**src/rtl/aescts_pkg.sv**
```systemverilog
`timescale 1ns / 1ps
// ----------------------------------------------------------------------------
// aescts_pkg
// Shared types, constants and AES round functions for the CBC-CS3 cipher.
// ----------------------------------------------------------------------------
package aescts_pkg;

  localparam int unsigned Rounds = 10;
  localparam logic [3:0]  ROUNDS_C = 4'(Rounds);
  localparam logic [4:0]  FULL_BYTES = 5'd16;

  // configuration register indexes
  localparam logic [2:0] CFG_KEY_HI = 3'd0;
  localparam logic [2:0] CFG_KEY_LO = 3'd1;
  localparam logic [2:0] CFG_IV_HI  = 3'd2;
  localparam logic [2:0] CFG_IV_LO  = 3'd3;
  localparam logic [2:0] CFG_DIR    = 3'd4;

  typedef enum logic [1:0] {
    OUT_ONE,
    OUT_TWO,
    OUT_ERR
  } out_sel_e;

  typedef enum logic [1:0] {
    CH_KEEP,
    CH_AFTER,
    CH_IV
  } chain_sel_e;

  typedef struct packed {
    logic       kx_en;
    logic [3:0] step;
    logic       in_take;
    logic       held_in;
    logic       load1;
    logic       load2;
    logic       round;
    logic       last;
    logic       out_load;
    out_sel_e   out_sel;
    chain_sel_e chain_sel;
    logic       held_cur;
  } dp_cmd_t;

  localparam logic [7:0] SBOX [256] = '{
    8'h63,8'h7c,8'h77,8'h7b,8'hf2,8'h6b,8'h6f,8'hc5,8'h30,8'h01,8'h67,8'h2b,8'hfe,8'hd7,8'hab,8'h76,
    8'hca,8'h82,8'hc9,8'h7d,8'hfa,8'h59,8'h47,8'hf0,8'had,8'hd4,8'ha2,8'haf,8'h9c,8'ha4,8'h72,8'hc0,
    8'hb7,8'hfd,8'h93,8'h26,8'h36,8'h3f,8'hf7,8'hcc,8'h34,8'ha5,8'he5,8'hf1,8'h71,8'hd8,8'h31,8'h15,
    8'h04,8'hc7,8'h23,8'hc3,8'h18,8'h96,8'h05,8'h9a,8'h07,8'h12,8'h80,8'he2,8'heb,8'h27,8'hb2,8'h75,
    8'h09,8'h83,8'h2c,8'h1a,8'h1b,8'h6e,8'h5a,8'ha0,8'h52,8'h3b,8'hd6,8'hb3,8'h29,8'he3,8'h2f,8'h84,
    8'h53,8'hd1,8'h00,8'hed,8'h20,8'hfc,8'hb1,8'h5b,8'h6a,8'hcb,8'hbe,8'h39,8'h4a,8'h4c,8'h58,8'hcf,
    8'hd0,8'hef,8'haa,8'hfb,8'h43,8'h4d,8'h33,8'h85,8'h45,8'hf9,8'h02,8'h7f,8'h50,8'h3c,8'h9f,8'ha8,
    8'h51,8'ha3,8'h40,8'h8f,8'h92,8'h9d,8'h38,8'hf5,8'hbc,8'hb6,8'hda,8'h21,8'h10,8'hff,8'hf3,8'hd2,
    8'hcd,8'h0c,8'h13,8'hec,8'h5f,8'h97,8'h44,8'h17,8'hc4,8'ha7,8'h7e,8'h3d,8'h64,8'h5d,8'h19,8'h73,
    8'h60,8'h81,8'h4f,8'hdc,8'h22,8'h2a,8'h90,8'h88,8'h46,8'hee,8'hb8,8'h14,8'hde,8'h5e,8'h0b,8'hdb,
    8'he0,8'h32,8'h3a,8'h0a,8'h49,8'h06,8'h24,8'h5c,8'hc2,8'hd3,8'hac,8'h62,8'h91,8'h95,8'he4,8'h79,
    8'he7,8'hc8,8'h37,8'h6d,8'h8d,8'hd5,8'h4e,8'ha9,8'h6c,8'h56,8'hf4,8'hea,8'h65,8'h7a,8'hae,8'h08,
    8'hba,8'h78,8'h25,8'h2e,8'h1c,8'ha6,8'hb4,8'hc6,8'he8,8'hdd,8'h74,8'h1f,8'h4b,8'hbd,8'h8b,8'h8a,
    8'h70,8'h3e,8'hb5,8'h66,8'h48,8'h03,8'hf6,8'h0e,8'h61,8'h35,8'h57,8'hb9,8'h86,8'hc1,8'h1d,8'h9e,
    8'he1,8'hf8,8'h98,8'h11,8'h69,8'hd9,8'h8e,8'h94,8'h9b,8'h1e,8'h87,8'he9,8'hce,8'h55,8'h28,8'hdf,
    8'h8c,8'ha1,8'h89,8'h0d,8'hbf,8'he6,8'h42,8'h68,8'h41,8'h99,8'h2d,8'h0f,8'hb0,8'h54,8'hbb,8'h16
  };

  localparam logic [7:0] INV_SBOX [256] = '{
    8'h52,8'h09,8'h6a,8'hd5,8'h30,8'h36,8'ha5,8'h38,8'hbf,8'h40,8'ha3,8'h9e,8'h81,8'hf3,8'hd7,8'hfb,
    8'h7c,8'he3,8'h39,8'h82,8'h9b,8'h2f,8'hff,8'h87,8'h34,8'h8e,8'h43,8'h44,8'hc4,8'hde,8'he9,8'hcb,
    8'h54,8'h7b,8'h94,8'h32,8'ha6,8'hc2,8'h23,8'h3d,8'hee,8'h4c,8'h95,8'h0b,8'h42,8'hfa,8'hc3,8'h4e,
    8'h08,8'h2e,8'ha1,8'h66,8'h28,8'hd9,8'h24,8'hb2,8'h76,8'h5b,8'ha2,8'h49,8'h6d,8'h8b,8'hd1,8'h25,
    8'h72,8'hf8,8'hf6,8'h64,8'h86,8'h68,8'h98,8'h16,8'hd4,8'ha4,8'h5c,8'hcc,8'h5d,8'h65,8'hb6,8'h92,
    8'h6c,8'h70,8'h48,8'h50,8'hfd,8'hed,8'hb9,8'hda,8'h5e,8'h15,8'h46,8'h57,8'ha7,8'h8d,8'h9d,8'h84,
    8'h90,8'hd8,8'hab,8'h00,8'h8c,8'hbc,8'hd3,8'h0a,8'hf7,8'he4,8'h58,8'h05,8'hb8,8'hb3,8'h45,8'h06,
    8'hd0,8'h2c,8'h1e,8'h8f,8'hca,8'h3f,8'h0f,8'h02,8'hc1,8'haf,8'hbd,8'h03,8'h01,8'h13,8'h8a,8'h6b,
    8'h3a,8'h91,8'h11,8'h41,8'h4f,8'h67,8'hdc,8'hea,8'h97,8'hf2,8'hcf,8'hce,8'hf0,8'hb4,8'he6,8'h73,
    8'h96,8'hac,8'h74,8'h22,8'he7,8'had,8'h35,8'h85,8'he2,8'hf9,8'h37,8'he8,8'h1c,8'h75,8'hdf,8'h6e,
    8'h47,8'hf1,8'h1a,8'h71,8'h1d,8'h29,8'hc5,8'h89,8'h6f,8'hb7,8'h62,8'h0e,8'haa,8'h18,8'hbe,8'h1b,
    8'hfc,8'h56,8'h3e,8'h4b,8'hc6,8'hd2,8'h79,8'h20,8'h9a,8'hdb,8'hc0,8'hfe,8'h78,8'hcd,8'h5a,8'hf4,
    8'h1f,8'hdd,8'ha8,8'h33,8'h88,8'h07,8'hc7,8'h31,8'hb1,8'h12,8'h10,8'h59,8'h27,8'h80,8'hec,8'h5f,
    8'h60,8'h51,8'h7f,8'ha9,8'h19,8'hb5,8'h4a,8'h0d,8'h2d,8'he5,8'h7a,8'h9f,8'h93,8'hc9,8'h9c,8'hef,
    8'ha0,8'he0,8'h3b,8'h4d,8'hae,8'h2a,8'hf5,8'hb0,8'hc8,8'heb,8'hbb,8'h3c,8'h83,8'h53,8'h99,8'h61,
    8'h17,8'h2b,8'h04,8'h7e,8'hba,8'h77,8'hd6,8'h26,8'he1,8'h69,8'h14,8'h63,8'h55,8'h21,8'h0c,8'h7d
  };

  function automatic logic [7:0] rcon_f(logic [3:0] i);
    logic [7:0] v;
    case (i)
      4'd1:    v = 8'h01;
      4'd2:    v = 8'h02;
      4'd3:    v = 8'h04;
      4'd4:    v = 8'h08;
      4'd5:    v = 8'h10;
      4'd6:    v = 8'h20;
      4'd7:    v = 8'h40;
      4'd8:    v = 8'h80;
      4'd9:    v = 8'h1b;
      4'd10:   v = 8'h36;
      default: v = 8'h00;
    endcase
    return v;
  endfunction

  function automatic logic [7:0] xt(logic [7:0] a);
    return {a[6:0], 1'b0} ^ (a[7] ? 8'h1b : 8'h00);
  endfunction

  // byte k of a block, byte 0 in the top bits
  function automatic logic [7:0] byte_of(logic [127:0] s, int k);
    return s[127-8*k -: 8];
  endfunction

  function automatic logic [127:0] sub_shift(logic [127:0] s);
    logic [127:0] t;
    for (int c = 0; c < 4; c++)
      for (int w = 0; w < 4; w++)
        t[127-8*(c*4+w) -: 8] = SBOX[byte_of(s, ((c + w) & 3) * 4 + w)];
    return t;
  endfunction

  function automatic logic [127:0] inv_sub_shift(logic [127:0] s);
    logic [127:0] t;
    for (int c = 0; c < 4; c++)
      for (int w = 0; w < 4; w++)
        t[127-8*(((c + w) & 3) * 4 + w) -: 8] = INV_SBOX[byte_of(s, c*4+w)];
    return t;
  endfunction

  function automatic logic [127:0] mix(logic [127:0] s);
    logic [127:0] t;
    logic [7:0] a0, a1, a2, a3;
    for (int c = 0; c < 4; c++) begin
      a0 = byte_of(s, c*4);
      a1 = byte_of(s, c*4+1);
      a2 = byte_of(s, c*4+2);
      a3 = byte_of(s, c*4+3);
      t[127-8*(c*4)   -: 8] = xt(a0) ^ xt(a1) ^ a1 ^ a2 ^ a3;
      t[127-8*(c*4+1) -: 8] = a0 ^ xt(a1) ^ xt(a2) ^ a2 ^ a3;
      t[127-8*(c*4+2) -: 8] = a0 ^ a1 ^ xt(a2) ^ xt(a3) ^ a3;
      t[127-8*(c*4+3) -: 8] = xt(a0) ^ a0 ^ a1 ^ a2 ^ xt(a3);
    end
    return t;
  endfunction

  function automatic logic [127:0] inv_mix(logic [127:0] s);
    logic [127:0] t;
    logic [7:0] a [4];
    logic [7:0] x2 [4];
    logic [7:0] x4 [4];
    logic [7:0] x8 [4];
    logic [7:0] m9 [4];
    logic [7:0] mb [4];
    logic [7:0] md [4];
    logic [7:0] me [4];
    for (int c = 0; c < 4; c++) begin
      for (int j = 0; j < 4; j++) begin
        a[j]  = byte_of(s, c*4+j);
        x2[j] = xt(a[j]);
        x4[j] = xt(x2[j]);
        x8[j] = xt(x4[j]);
        m9[j] = x8[j] ^ a[j];
        mb[j] = x8[j] ^ x2[j] ^ a[j];
        md[j] = x8[j] ^ x4[j] ^ a[j];
        me[j] = x8[j] ^ x4[j] ^ x2[j];
      end
      t[127-8*(c*4)   -: 8] = me[0] ^ mb[1] ^ md[2] ^ m9[3];
      t[127-8*(c*4+1) -: 8] = m9[0] ^ me[1] ^ mb[2] ^ md[3];
      t[127-8*(c*4+2) -: 8] = md[0] ^ m9[1] ^ me[2] ^ mb[3];
      t[127-8*(c*4+3) -: 8] = mb[0] ^ md[1] ^ m9[2] ^ me[3];
    end
    return t;
  endfunction

  function automatic logic [127:0] key_next(logic [127:0] k, logic [7:0] rc);
    logic [31:0] t;
    logic [31:0] n0, n1, n2, n3;
    t  = {SBOX[k[23:16]] ^ rc, SBOX[k[15:8]], SBOX[k[7:0]], SBOX[k[31:24]]};
    n0 = k[127:96] ^ t;
    n1 = k[95:64] ^ n0;
    n2 = k[63:32] ^ n1;
    n3 = k[31:0] ^ n2;
    return {n0, n1, n2, n3};
  endfunction

  // keep the leading n bytes
  function automatic logic [127:0] byte_mask(logic [4:0] n);
    logic [127:0] m;
    for (int i = 0; i < 16; i++)
      m[127-8*i -: 8] = (5'(i) < n) ? 8'hff : 8'h00;
    return m;
  endfunction

endpackage

```
**src/rtl/aescts_ctrl.sv**
```systemverilog
`timescale 1ns / 1ps
// ----------------------------------------------------------------------------
// aescts_ctrl
// Sequencer: key expansion sweep, round count, CTS pass order, output beats.
// ----------------------------------------------------------------------------
module aescts_ctrl (
  input  logic                clk_i,
  input  logic                rst_ni,
  input  logic                in_valid_i,
  input  logic                in_last_i,
  output logic                in_ready_o,
  output logic                out_valid_o,
  input  logic                out_ready_i,
  input  logic                cfg_we_i,
  input  logic [2:0]          cfg_idx_i,
  output aescts_pkg::dp_cmd_t cmd_o
);

  typedef enum logic [2:0] {
    S_KEXP,
    S_IDLE,
    S_ROUND,
    S_DONE,
    S_EMIT2,
    S_ERR
  } state_e;

  state_e     state_q, state_d;
  logic [3:0] cnt_q, cnt_d;
  logic       fin_q, fin_d;
  logic       pass_q, pass_d;
  logic       hv_q, hv_d;
  logic       ov_q, ov_d;
  logic       out_free, accept, key_wr;

  assign out_free    = !ov_q || out_ready_i;
  assign in_ready_o  = (state_q == S_IDLE);
  assign accept      = in_valid_i && in_ready_o;
  assign out_valid_o = ov_q;
  assign key_wr      = cfg_we_i &&
                       (cfg_idx_i == aescts_pkg::CFG_KEY_HI ||
                        cfg_idx_i == aescts_pkg::CFG_KEY_LO);

  always_comb begin
    state_d = state_q;
    cnt_d   = cnt_q;
    fin_d   = fin_q;
    pass_d  = pass_q;
    hv_d    = hv_q;
    cmd_o   = '0;
    cmd_o.out_sel   = aescts_pkg::OUT_ONE;
    cmd_o.chain_sel = aescts_pkg::CH_KEEP;
    case (state_q)
      S_KEXP: begin
        cmd_o.kx_en = 1'b1;
        cmd_o.step  = cnt_q;
        if (cnt_q == aescts_pkg::ROUNDS_C) begin
          state_d = S_IDLE;
        end else begin
          cnt_d = cnt_q + 4'd1;
        end
      end
      S_IDLE: begin
        if (accept) begin
          cmd_o.in_take = 1'b1;
          fin_d  = in_last_i;
          pass_d = 1'b0;
          cnt_d  = 4'd1;
          if (!hv_q) begin
            if (in_last_i) begin
              state_d = S_ERR;
            end else begin
              cmd_o.held_in = 1'b1;
              hv_d = 1'b1;
            end
          end else begin
            cmd_o.load1 = 1'b1;
            state_d = S_ROUND;
          end
        end
      end
      S_ROUND: begin
        cmd_o.round = 1'b1;
        cmd_o.step  = cnt_q;
        cmd_o.last  = (cnt_q == aescts_pkg::ROUNDS_C);
        if (cnt_q == aescts_pkg::ROUNDS_C) begin
          state_d = S_DONE;
        end else begin
          cnt_d = cnt_q + 4'd1;
        end
      end
      S_DONE: begin
        if (!fin_q) begin
          if (out_free) begin
            cmd_o.out_load  = 1'b1;
            cmd_o.chain_sel = aescts_pkg::CH_AFTER;
            cmd_o.held_cur  = 1'b1;
            state_d = S_IDLE;
          end
        end else if (!pass_q) begin
          // second block of the stolen pair
          cmd_o.load2 = 1'b1;
          pass_d  = 1'b1;
          cnt_d   = 4'd1;
          state_d = S_ROUND;
        end else if (out_free) begin
          cmd_o.out_load = 1'b1;
          state_d = S_EMIT2;
        end
      end
      S_EMIT2: begin
        if (out_free) begin
          cmd_o.out_load  = 1'b1;
          cmd_o.out_sel   = aescts_pkg::OUT_TWO;
          cmd_o.chain_sel = aescts_pkg::CH_IV;
          hv_d    = 1'b0;
          state_d = S_IDLE;
        end
      end
      S_ERR: begin
        if (out_free) begin
          cmd_o.out_load  = 1'b1;
          cmd_o.out_sel   = aescts_pkg::OUT_ERR;
          cmd_o.chain_sel = aescts_pkg::CH_IV;
          hv_d    = 1'b0;
          state_d = S_IDLE;
        end
      end
      default: state_d = S_IDLE;
    endcase
    if (key_wr) begin
      state_d = S_KEXP;
      cnt_d   = 4'd0;
    end
    ov_d = cmd_o.out_load ? 1'b1 : (out_ready_i ? 1'b0 : ov_q);
  end

  always_ff @(posedge clk_i or negedge rst_ni) begin
    if (!rst_ni) begin
      state_q <= S_KEXP;
      cnt_q   <= 4'd0;
      fin_q   <= 1'b0;
      pass_q  <= 1'b0;
      hv_q    <= 1'b0;
      ov_q    <= 1'b0;
    end else begin
      state_q <= state_d;
      cnt_q   <= cnt_d;
      fin_q   <= fin_d;
      pass_q  <= pass_d;
      hv_q    <= hv_d;
      ov_q    <= ov_d;
    end
  end

endmodule

```
**config.mk**
```make
export PLATFORM = sky130hd
export DESIGN_NAME = aescts_ctrl
export DESIGN_NICKNAME = d
export VERILOG_FILES = /design/src/rtl/aescts_pkg.sv /design/src/rtl/aescts_ctrl.sv
export SDC_FILE = /design/constraint.sdc
export NUM_CORES = 1
export LEC_CHECK = 0
export ABC_AREA = 0
export ABC_CLOCK_PERIOD_IN_PS = 1900
export BUFFER_PORTS_ARGS = -buffer_cell sky130_fd_sc_hd__buf_2
export CORE_MARGIN = 5
export CORE_UTILIZATION = 35
export CTS_CLUSTER_DIAMETER = 80
export DETAILED_ROUTE_END_ITERATION = 10
export PLACE_DENSITY_LB_ADDON = 0.2
export SYNTH_ARGS = -nofsm -noshare
export SYNTH_HDL_FRONTEND = slang
export SYNTH_SLANG_ARGS = --single-unit
```
**constraint.sdc**
```tcl
create_clock -name clk_i -period 1.9 [get_ports clk_i]
set_input_delay 0.19 -clock clk_i [delete_from_list [all_inputs] [get_ports clk_i]]
set_output_delay 0.19 -clock clk_i [all_outputs]
set_load 0.005 [all_outputs]
```
==> flow_metrics.py <==
metrics = {
    "cells_and_area": {
        "syn_to_final_growth_pct": 24.6,
        "antenna-diode-count": 0,
        "final_layout_size_suffix_gt1_share_pct": 29.1,
        "fillCellCount": 231,
        "final_nets": 139,
        "final_util_pct": 45.2,
    },
    "route": {
        "drc": 0,
        "drtIter0Drc": 25,
        "vias": 829,
        "wl_per_cell_um": 13.5,
        "viasPerCell": 5.35,
        "drt_pass1_iterations": 4,
        "ant_nets": 0,
        "drt_wl_total_mm": 2.09,
    },
    "global_route": {
        "track_usage_pct": 13.1,
        "grt_util_met2_pct": 19.8,
        "first_global_vias": 748,
        "grt_start_max_net_pins": 17,
        "grt_overflow": 0,
        "use_met3_pct": 2.90,
        "grt_pass1_wl_mm": 3.49,
        "gr-usage-met1_pct": 18.7,
        "busiest_layer": "met2",
        "antenna_found_initial": 0,
    },
    "power": {
        "clock_power_share_pct": 14.1,
        "leakage_uw": 0.000518,
        "power_density_nw_per_um2": 1200,
        "total_power_uw": 1180,
        "pwr-share-seq_pct": 39.1,
        "power_switching_uw": 506,
        "ir_worst_vdd_mv": 0.552,
        "internal-power_uw": 679,
        "p_sw_share_pct": 42.7,
        "power_frac_comb_pct": 46.8,
    },
    "worst_setup_path": {
        "crit_path_start_kind": "flip-flop",
        "crit_chain": "nor3b_2 > nand2_1 > nor3_1 > buf_2",
        "critical_path.max_fanout": 15,
        "ff2ff_setup_slack_ns": 0.37,
        "crit_arrival_ns": 1.58,
        "worstPathRequired_ns": 1.71,
        "cp_slowest_cell": "dfrtp_2",
        "critical_path_buf_inv_count": 1,
        "worst_setup_path_end_kind": "output pin",
        "crit_path_max_incr_delay_ns": 0.52,
        "setup.worst_path.class": "flip-flop to output pin",
        "cpLargestDelayFamily": "simple AND/OR/NAND/NOR gates",
    },
    "sta": {
        "timing.fmax_mhz": 566,
        "holdWs_ns": 0.209,
        "setup_viol": 0,
        "hold_violations": 0,
        "setup_tns_ns": 0,
        "final_max_slew_viol_count": 0,
        "skew_ns": 0.00523,
        "min_period_over_period_pct": 92.9,
        "rsz0062_at_grt": "false",
        "slew_headroom_pct": 78.8,
        "min_period_ns": 1.77,
        "worst_slew_pin_slew_ns": 0.317,
    },
    "placed_design": {
        "io_buffers": 26,
        "globalplace.congestion": 0.829,
        "detailed_place_hpwl_mm": 1.50,
    },
    "clock_network": {
        "tritoncts": "built",
        "insertion_delay_ns": 0.27,
        "clock_sinks": 11,
        "clock-root-buffer": "clkbuf_4",
        "path_clk_slew_ns": 0.08,
        "cts_buffer_depth": 2,
        "post_cts_buffers": 0,
        "cts_buffers": 3,
        "cts_max_level": 1,
    },
    "synth": {
        "synth_area_leader_cell": "dfrtp_1",
        "synth_nets": 110,
        "synthTopCellsByArea": "dfrtp_1 35%, nand2_1 5.2%, nor2_1 5.2%",
        "synthCells": 99,
        "yosysWarnings": 0,
        "synth_area_um2": 795,
        "ys_types": 35,
        "syn_avg_cell_area_um2": 8.03,
        "synth_top_area_share_pct": 34.6,
        "ys_seq_area_share_pct": 34.6,
        "ys_ff_latch": 11,
    },
    "outcome": {
        "outcome": "completed",
    },
    "worst_hold_path": {
        "hold_class": "input pin to flip-flop",
    },
    "floorplan": {
        "die_area_um2": 3320,
        "start_util_pct": 36.3,
        "core_um2": 2190,
        "rows": 17,
        "die_h_um": 57.6,
        "ioPinCount": 28,
        "die_x_um": 57.6,
    },
    "job": {
        "maxCapViolCount": 0,
    },
}
-- through the flow --
step | setup slack, ns | instance area [um2] | std cells
2_1_floorplan | 0.518 | 795 | 99
3_3_place_gp | 0.336 | 945 | 150
3_5_place_dp | 0.344 | 945 | 150
4_1_cts | 0.0281 | 981 | 155
5_1_grt | 0.0429 | 990 | 155
6_report | 0.134 | 990 | 155
-- sequential cells by signal, indices dropped and copies added (netlist names) --
signal	flops
fin_q	1
pass_q	1
out_valid_o	1
state_q	3
cnt_q	4
hv_q	1
-- synth_stat cells, drive strengths merged --
master / n
nor3: 7
dfrtp: 11
inv: 6
a311o: 1
a2bb2oi: 1
nand4b: 2
a21o: 1
o211a: 1
a21oi: 6
and3: 2
a311oi: 1
o21a: 1
a221o: 1
nor4bb: 1
nor4: 1
a211oi: 1
o21ai: 3
mux2: 1
buf: 5
o2111ai: 1
nor3b: 2
nand3: 2
nand2: 11
a31oi: 2
nor2b: 4
ha: 2
nor2: 11
a41oi: 1
nand2b: 4
nand3b: 2
and2: 3
a22oi: 1
-- power by group through the flow --
stage	sequential (uW)	clock [uW]	combinational (uW)
6_report	463	167	554
5_1_grt	480	183	632
4_1_cts	455	171	558
2_1_floorplan	386	0	439
3_3_place_gp	455	0	541
3_5_place_dp	459	0	550
-- final cells by class --
| type | instances | area, um2 | share of cell area, % |
|---|---|---|---|
| Multi-Input combinational cell | 77 | 472 | 47.7 |
| Sequential cell | 11 | 279 | 28.2 |
| Timing Repair Buffer | 29 | 155 | 15.7 |
| Tap cell | 28 | 35.0 | 3.54 |
| Clock buffer | 4 | 26.3 | 2.65 |
| Inverter | 6 | 22.5 | 2.28 |
-- kinds of logic after synthesis --
kind of cell | Yosys count | share of synthesized area [%]
mux | 1 | 1.42
fa+ha+maj | 2 | 3.15
compound gates | 22 | 19.2
buf+inv | 11 | 6.61
simple gates | 52 | 35.0
flops | 11 | 34.6
-- layer usage --
layer | part of all wire, % | vias up | routed length [um]
met5 | 0 | - | 0
met4 | 0.86 | 0 | 18
met3 | 4.4 | 2 | 92
met2 | 47 | 24 | 975
met1 | 48 | 390 | 1010
li1 | - | 413 | -
-- what timing repair did --
action,CTS,global route
setup endpoints to repair,0,6
resized for setup,0,5
hold buffers,1,0
hold endpoints to repair,11,0
-- worst paths after layout --
path,from,depth (start not counted),endpoint
worst min-delay path,in_last_i,2,fin_q
worst min register to register,cnt_q[0],2,cnt_q[0]
worst max-delay path,state_q[1],4,cmd_o[10]
min in group asynchronous,rst_ni,2,cnt_q[0]
max in group asynchronous,rst_ni,2,state_q[2]
worst max register to register,cnt_q[0],6,cnt_q[0]
-- cells in the final DEF, fill, tap and decap left out, drive strengths merged, types with 3 or more instances in the layout --
master | Yosys | final
and2 | 3 | 3
dfrtp | 11 | 11
clkbuf | 0 | 4
nand2b | 4 | 4
nor2b | 4 | 4
a21oi | 6 | 6
nor2 | 11 | 11
nand2 | 11 | 11
nor3 | 7 | 7
o21ai | 3 | 3
inv | 6 | 6
buf | 5 | 28
Power figures use the tool's default switching activity.
